<file path="src/lcgd_pkg.sv">
// ----------------------------------------------------------------------------
// lcgd_pkg
// Constants and types shared by the line descrambler modules.
// ----------------------------------------------------------------------------
`default_nettype none

package lcgd_pkg;

  localparam int unsigned BYTE_W = 8;
  localparam int unsigned WORD_W = 32;

  localparam logic [WORD_W-1:0] LCG_MUL    = 32'd22695477;
  localparam logic [WORD_W-1:0] LCG_INC    = 32'd1;
  localparam logic [WORD_W-1:0] SEED_RESET = 32'd272727;
  localparam logic [BYTE_W-1:0] LINE_END   = 8'h0A;
  localparam logic [14:0]       R_MASK     = 15'h7FFF;
  localparam logic [1:0]        K_SCALE    = 2'd3;

  // Seed advanced once, worked out at elaboration for the reset value.
  localparam logic [WORD_W-1:0] SEED_ADV_RESET =
    WORD_W'((64'(SEED_RESET) * 64'(LCG_MUL)) + 64'(LCG_INC));

  // Register map: word index taken from paddr[2].
  localparam logic REG_SEED = 1'b0;

  // Control from the datapath to the generator.
  typedef struct packed {
    logic cfg_we;     // seed write
    logic step;       // advance on a data byte
    logic reload;     // terminator: restart from seed
  } ks_ctrl_t;

  function automatic logic [WORD_W-1:0] lcg_next(input logic [WORD_W-1:0] s);
    lcg_next = (s * LCG_MUL) + LCG_INC;
  endfunction

endpackage

`default_nettype wire

</file>
<file path="src/lcgd_keystream.sv">
// ----------------------------------------------------------------------------
// lcgd_keystream
// Seed register, reloaded-seed register and generator state.
// ----------------------------------------------------------------------------
`default_nettype none

module lcgd_keystream (
  input  wire logic                      clk,
  input  wire logic                      rst,
  input  wire lcgd_pkg::ks_ctrl_t        ctrl,
  input  wire logic [lcgd_pkg::WORD_W-1:0] cfg_data,
  output logic      [lcgd_pkg::WORD_W-1:0] seed,
  output logic      [lcgd_pkg::WORD_W-1:0] ks_next
);
  import lcgd_pkg::*;

  logic [WORD_W-1:0] seed_adv;
  logic [WORD_W-1:0] cfg_adv;
  logic [WORD_W-1:0] state;

  assign ks_next = lcg_next(state);
  assign cfg_adv = lcg_next(cfg_data);

  always_ff @(posedge clk) begin
    if (rst) begin
      seed     <= SEED_RESET;
      seed_adv <= SEED_ADV_RESET;
      state    <= SEED_ADV_RESET;
    end else begin
      if (ctrl.cfg_we) begin
        seed     <= cfg_data;
        seed_adv <= cfg_adv;
      end
      priority if (ctrl.cfg_we) begin
        state <= cfg_adv;
      end else if (ctrl.reload) begin
        state <= seed_adv;
      end else if (ctrl.step) begin
        state <= ks_next;
      end
    end
  end

endmodule

`default_nettype wire

</file>
<file path="src/lcg_keystream_line_descrambler.sv">
// ----------------------------------------------------------------------------
// lcg_keystream_line_descrambler
// Newline-framed descrambler driven by a 32-bit LCG keystream.
// ----------------------------------------------------------------------------
// Usage:
//   s_* stream: one scrambled byte per request in s_tdata[7:0].
//   m_* stream: one result per input; m_tdata[7:0] is the plain byte,
//   m_tlast marks the 0x0A terminator (data 0 then).
//   APB port: register 0 (byte address 0) is the seed. Writing it reloads
//   the generator with seed*22695477+1 at once; write only while idle.
// Path: an accepted byte goes into the input register, then into the
//   output register, from which its result is offered.
// Throughput: one byte per cycle while the output is not stalled. The
//   generator multiply-add on the state register is the loop that sets this.
// Reset: seed returns to 272727, generator to that seed advanced once,
//   both pipeline stages empty.
// Stall: with m_tready low the output register holds; the input register
//   still takes one more byte before s_tready drops.
// ----------------------------------------------------------------------------
`default_nettype none

module lcg_keystream_line_descrambler (
  input  wire logic       clk,
  input  wire logic       rst,
  // stream in
  input  wire logic       s_tvalid,
  output logic            s_tready,
  input  wire logic [7:0] s_tdata,   // [7:0] raw_byte
  // stream out
  output logic            m_tvalid,
  input  wire logic       m_tready,
  output logic [7:0]      m_tdata,   // [7:0] plain_byte
  output logic            m_tlast,   // end_of_packet
  // APB
  input  wire logic       psel,
  input  wire logic       penable,
  input  wire logic       pwrite,
  input  wire logic [2:0] paddr,
  input  wire logic [31:0] pwdata,
  output logic [31:0]     prdata,
  output logic            pready
);
  import lcgd_pkg::*;

  logic              in_valid;
  logic [BYTE_W-1:0] in_byte;
  logic              advance;
  logic              move;
  logic              is_term;
  ks_ctrl_t          ctrl;
  logic [WORD_W-1:0] seed;
  logic [WORD_W-1:0] ks_next;
  logic [14:0]       r_val;
  logic [16:0]       r_x3;
  logic [BYTE_W-1:0] k_val;
  logic [BYTE_W-1:0] plain_next;

  assign advance  = !m_tvalid || m_tready;
  assign move     = in_valid && advance;
  assign s_tready = !in_valid || advance;
  assign is_term  = (in_byte == LINE_END);

  assign pready = 1'b1;
  assign prdata = (paddr[2] == REG_SEED) ? seed : '0;

  always_comb begin
    ctrl.cfg_we = psel && penable && pwrite && (paddr[2] == REG_SEED);
    ctrl.step   = move && !is_term;
    ctrl.reload = move && is_term;
  end

  lcgd_keystream u_keystream (
    .clk      (clk),
    .rst      (rst),
    .ctrl     (ctrl),
    .cfg_data (pwdata),
    .seed     (seed),
    .ks_next  (ks_next)
  );

  // k = 1 + floor(3r / 32768), r = bits 30..16 of the advanced state
  always_comb begin
    r_val      = ks_next[30:16] & R_MASK;
    r_x3       = 17'(r_val) * 17'(K_SCALE);
    k_val      = BYTE_W'(r_x3[16:15]) + 8'd1;
    plain_next = is_term ? '0 : (in_byte - k_val);
  end

  always_ff @(posedge clk) begin
    if (rst) begin
      in_valid <= 1'b0;
      m_tvalid <= 1'b0;
    end else begin
      if (s_tready) begin
        in_valid <= s_tvalid;
      end
      if (advance) begin
        m_tvalid <= in_valid;
      end
    end
  end

  always_ff @(posedge clk) begin
    if (s_tvalid && s_tready) begin
      in_byte <= s_tdata;
    end
    if (move) begin
      m_tdata <= plain_next;
      m_tlast <= is_term;
    end
  end

endmodule

`default_nettype wire

</file>
<file path="config.mk">
export PLATFORM = sky130hd
export DESIGN_NAME = lcg_keystream_line_descrambler
export DESIGN_NICKNAME = d
export VERILOG_FILES = /design/src/lcgd_pkg.sv /design/src/lcgd_keystream.sv /design/src/lcg_keystream_line_descrambler.sv
export SDC_FILE = /design/constraint.sdc
export NUM_CORES = 1
export LEC_CHECK = 0
export BUFFER_PORTS_ARGS = -buffer_cell sky130_fd_sc_hd__buf_2
export CORE_UTILIZATION = 54
export CTS_CLUSTER_DIAMETER = 120
export DETAILED_ROUTE_END_ITERATION = 12
export GPL_TIMING_DRIVEN = 0
export PLACE_DENSITY = 0.82
export SYNTH_ARGS = -nofsm -noshare
export SYNTH_HDL_FRONTEND = slang
export SYNTH_SLANG_ARGS = --single-unit
</file>
<file path="constraint.sdc">
create_clock -name clk -period 21.2 [get_ports clk]
set_input_delay 4.24 -clock clk [delete_from_list [all_inputs] [get_ports clk]]
set_output_delay 4.24 -clock clk [all_outputs]
set_load 0.02 [all_outputs]
</file>
==> results.toml <==
[run_status]
status = "complete, no violations"

[final_layout]
seqCellArea_sq_um = 2430
drive_gt1_frac = 0.0639
multiInputGateArea_sq_um = 15800
syn2layout_area_growth_pct = 8.03
num-fill-cells = 3226
design.final.nets = 3042

[sta]
tightestPinTransition_ns = 1.27
finalSetupViolations = 0
maxClockFrequency_mhz = 102
slew_headroom = 0.134
clock-skew-final_ns = 0.00684
period_share = 0.464
finalHoldViolCount = 0
rsz0062_at_grt = "false"
timing.setup.tns_ns = 0
final_period_minus_worst_setup_slack_ns = 9.84
slew_violations = 0

[setup_path]
timing_worst_setup_path_type = "in2out"
r2r_start = "u_keystream.state[11]"
critical_path.endpoint = "prdata[18]"
reg2reg_to = "m_tdata[7]"
cp_max_fo = 10
endpoint_kind = "primary output"
ff2ff_path_depth = 33
arrival_ns = 5.60
critical_path.startpoint_type = "input pin"
r2r_slack_ns = 11.78
worstSetupStartpoint = "paddr[2]"
required_ns = 16.96

[route]
firstDrtPassIters = 6
remaining_antenna_violation_count_after_routing = 0
drc_violations_left = 0
routed_wirelength_um = 58500
vias_per_cell = 5.61
detailroute.via_count = 15959
routedWlPerCell_um = 20.6
first_iteration_detailed_routing_drc_count = 1142

[clock_tree]
post_cts.resized_instances = 0
cts_inserted_buffers = 17
cts_tree = "built"
worst_skew_pair.late_latency_ns = 0.45
cts_buffer_depth = 2
cts-hold-fix-buffers = 0
clkTransAtPathRegs_ns = 0.06
clock-sinks = 113
h-tree-depth = 4
root_buf_cell = "sky130_fd_sc_hd__clkbuf_16"
post-cts-setup-buffers = 0

[yosys]
async_flop_share = 0
yosysTopAreaCellShare = 0.302
postSynthAreaPerCell_sq_um = 9.28
ys_seq_elements = 113
seq_area_frac_synth = 0.119
netlist-cell-type-count = 78
syn_area_sq_um = 20500
yosys_most_used_dff = "sky130_fd_sc_hd__dfxtp_1"
syn-instance-count = 2211
synthesis.nets = 2934
yosys_top_cell_by_area = "sky130_fd_sc_hd__fa_1"
synth.area.top_cells = "sky130_fd_sc_hd__fa_1, sky130_fd_sc_hd__ha_1, sky130_fd_sc_hd__inv_1"
ys_warn_count = 0
number_of_flops_mapped_to_enable_cells_by_yosys = 17

[floorplan]
starting_density_of_the_core = 0.547
height_of_the_die_um = 197
die-width_um = 197
fp-row-count = 71
core_sq_um = 37500
pin_count = 94
design.die.area_sq_um = 38800

[placed_design]
hpwlAfterDp_um = 49200
buffer_ports.inserted = 89
place.gp.congestion = 1.02

[global_routing]
gr-total-overflow = 0
grt_max_degree = 19
initial_antenna_violation_count = 1
first_global_vias = 16890
wire_length_of_the_first_global_routing_pass_um = 90800
grt.total_usage = 0.313

[min_path]
type_of_the_tightest_min_delay_check = "reg2reg"

[job]
max_cap_viol_count = 0
layout by cell type (no fill, tap or decap), types with 5 or more instances in the layout:
| cell type | instances |
|---|---|
| sky130_fd_sc_hd__clkbuf_16 | 17 |
| sky130_fd_sc_hd__nor2_1 | 65 |
| sky130_fd_sc_hd__nand4_1 | 10 |
| sky130_fd_sc_hd__o21bai_1 | 14 |
| sky130_fd_sc_hd__xor2_1 | 43 |
| sky130_fd_sc_hd__buf_2 | 90 |
| sky130_fd_sc_hd__o21ai_0 | 29 |
| sky130_fd_sc_hd__clkbuf_1 | 48 |
| sky130_fd_sc_hd__o31ai_1 | 5 |
| sky130_fd_sc_hd__o21ai_1 | 12 |
| sky130_fd_sc_hd__buf_1 | 6 |
| sky130_fd_sc_hd__a21o_1 | 30 |
| sky130_fd_sc_hd__a211o_1 | 7 |
| sky130_fd_sc_hd__xnor2_1 | 88 |
| sky130_fd_sc_hd__nor2b_1 | 37 |
| sky130_fd_sc_hd__dfxtp_1 | 96 |
| sky130_fd_sc_hd__nand2_1 | 178 |
| sky130_fd_sc_hd__and2_1 | 5 |
| sky130_fd_sc_hd__ha_1 | 363 |
| sky130_fd_sc_hd__clkinvlp_4 | 5 |
| sky130_fd_sc_hd__nand3_1 | 9 |
| sky130_fd_sc_hd__nand2b_1 | 11 |
| sky130_fd_sc_hd__edfxtp_1 | 17 |
| sky130_fd_sc_hd__nor3_1 | 12 |
| sky130_fd_sc_hd__a211oi_1 | 25 |
| sky130_fd_sc_hd__o211ai_1 | 16 |
| sky130_fd_sc_hd__fa_1 | 310 |
| sky130_fd_sc_hd__or3_1 | 5 |
| sky130_fd_sc_hd__inv_1 | 553 |
| sky130_fd_sc_hd__a31oi_1 | 8 |
| sky130_fd_sc_hd__a21oi_1 | 108 |
| sky130_fd_sc_hd__o21a_1 | 12 |
per-layer routing:
metal  routed length, um  GRT usage
met5                   0          0
met4                4980      0.236
met3                3490     0.0390
met2               28400      0.542
met1               21600      0.353
synthesized netlist by cell type (29+ instances only):
cell type,n
sky130_fd_sc_hd__inv_1,553
sky130_fd_sc_hd__ha_1,363
sky130_fd_sc_hd__fa_1,310
sky130_fd_sc_hd__nand2_1,178
sky130_fd_sc_hd__a21oi_1,108
sky130_fd_sc_hd__dfxtp_1,96
sky130_fd_sc_hd__xnor2_1,88
sky130_fd_sc_hd__nor2_1,65
sky130_fd_sc_hd__clkbuf_1,47
sky130_fd_sc_hd__xor2_1,43
sky130_fd_sc_hd__nor2b_1,37
sky130_fd_sc_hd__a21o_1,30
sky130_fd_sc_hd__o21ai_0,29
logic make-up (layout without fill, tap and decap cells):
family          after synthesis  in the layout  synth area share
mux                           4              4           0.00201
simple gates                360            360            0.0805
buf+inv                     610            731             0.112
fa+ha+maj                   673            673             0.524
other cells                   1              2          0.000183
compound gates              318            318             0.106
xor+xnor                    132            132            0.0567
flops                       113            113             0.119
worst min path at each step:
| stage | slack [ns] | to | cells past startpoint | start |
|---|---|---|---|---|
| after floorplan | 0.42 | u_keystream.seed_adv[12] | 2 | u_keystream.seed_adv[12] |
| after global placement | 0.43 | u_keystream.seed_adv[26] | 2 | u_keystream.seed_adv[26] |
| after detailed placement | 0.43 | u_keystream.seed_adv[17] | 2 | u_keystream.seed_adv[17] |
| after CTS | 0.44 | u_keystream.seed_adv[17] | 2 | u_keystream.seed_adv[17] |
| after global routing | 0.46 | u_keystream.seed[15] | 2 | u_keystream.seed[15] |
| final | 0.45 | u_keystream.seed_adv[17] | 2 | u_keystream.seed_adv[17] |
worst max-delay path: stages:
cell                       delay (ns)
sky130_fd_sc_hd__buf_2           0.20
sky130_fd_sc_hd__clkbuf_1        0.75
sky130_fd_sc_hd__nor2b_1         0.19
sky130_fd_sc_hd__buf_2           0.22
metrics by stage:
| step | util | cells | hold WS (ns) | setup slack [ns] | instance area, sq um |
|---|---|---|---|---|---|
| 3_5_place_dp | 0.576 | 2811 | 0.435 | 10.95 | 21600 |
| 5_1_grt | 0.591 | 2843 | 0.463 | 11.21 | 22200 |
| 2_1_floorplan | - | 2211 | 0.423 | 11.60 | 20500 |
| 4_1_cts | 0.591 | 2843 | 0.445 | 11.36 | 22200 |
| 3_3_place_gp | 0.576 | 2811 | 0.430 | 11.02 | 21600 |
| 6_report | 0.591 | 2844 | 0.450 | 11.36 | 22200 |
cell type report:
| cell class | count | share of cell area |
|---|---|---|
| diodes | 1 | 0.000113 |
| plain buffers | 56 | 0.00976 |
| clock buffers | 18 | 0.0194 |
| clock inverters | 14 | 0.00593 |
| inverters | 554 | 0.0938 |
| multi-input cells | 1488 | 0.712 |
| flip-flops and latches | 113 | 0.110 |
| well taps | 511 | 0.0288 |
| repair buffers | 89 | 0.0201 |
registers in the layout, indices dropped and copies added (netlist names):
| register | count |
|---|---|
| m_tlast | 1 |
| m_tvalid | 1 |
| m_tdata | 8 |
| in_valid | 1 |
| in_byte | 8 |
| u_keystream.state | 31 |
| u_keystream.seed | 32 |
| u_keystream.seed_adv | 31 |
Power is not shown: default switching activity piles up to over one toggle a cycle in this logic, so the estimate is an artifact.
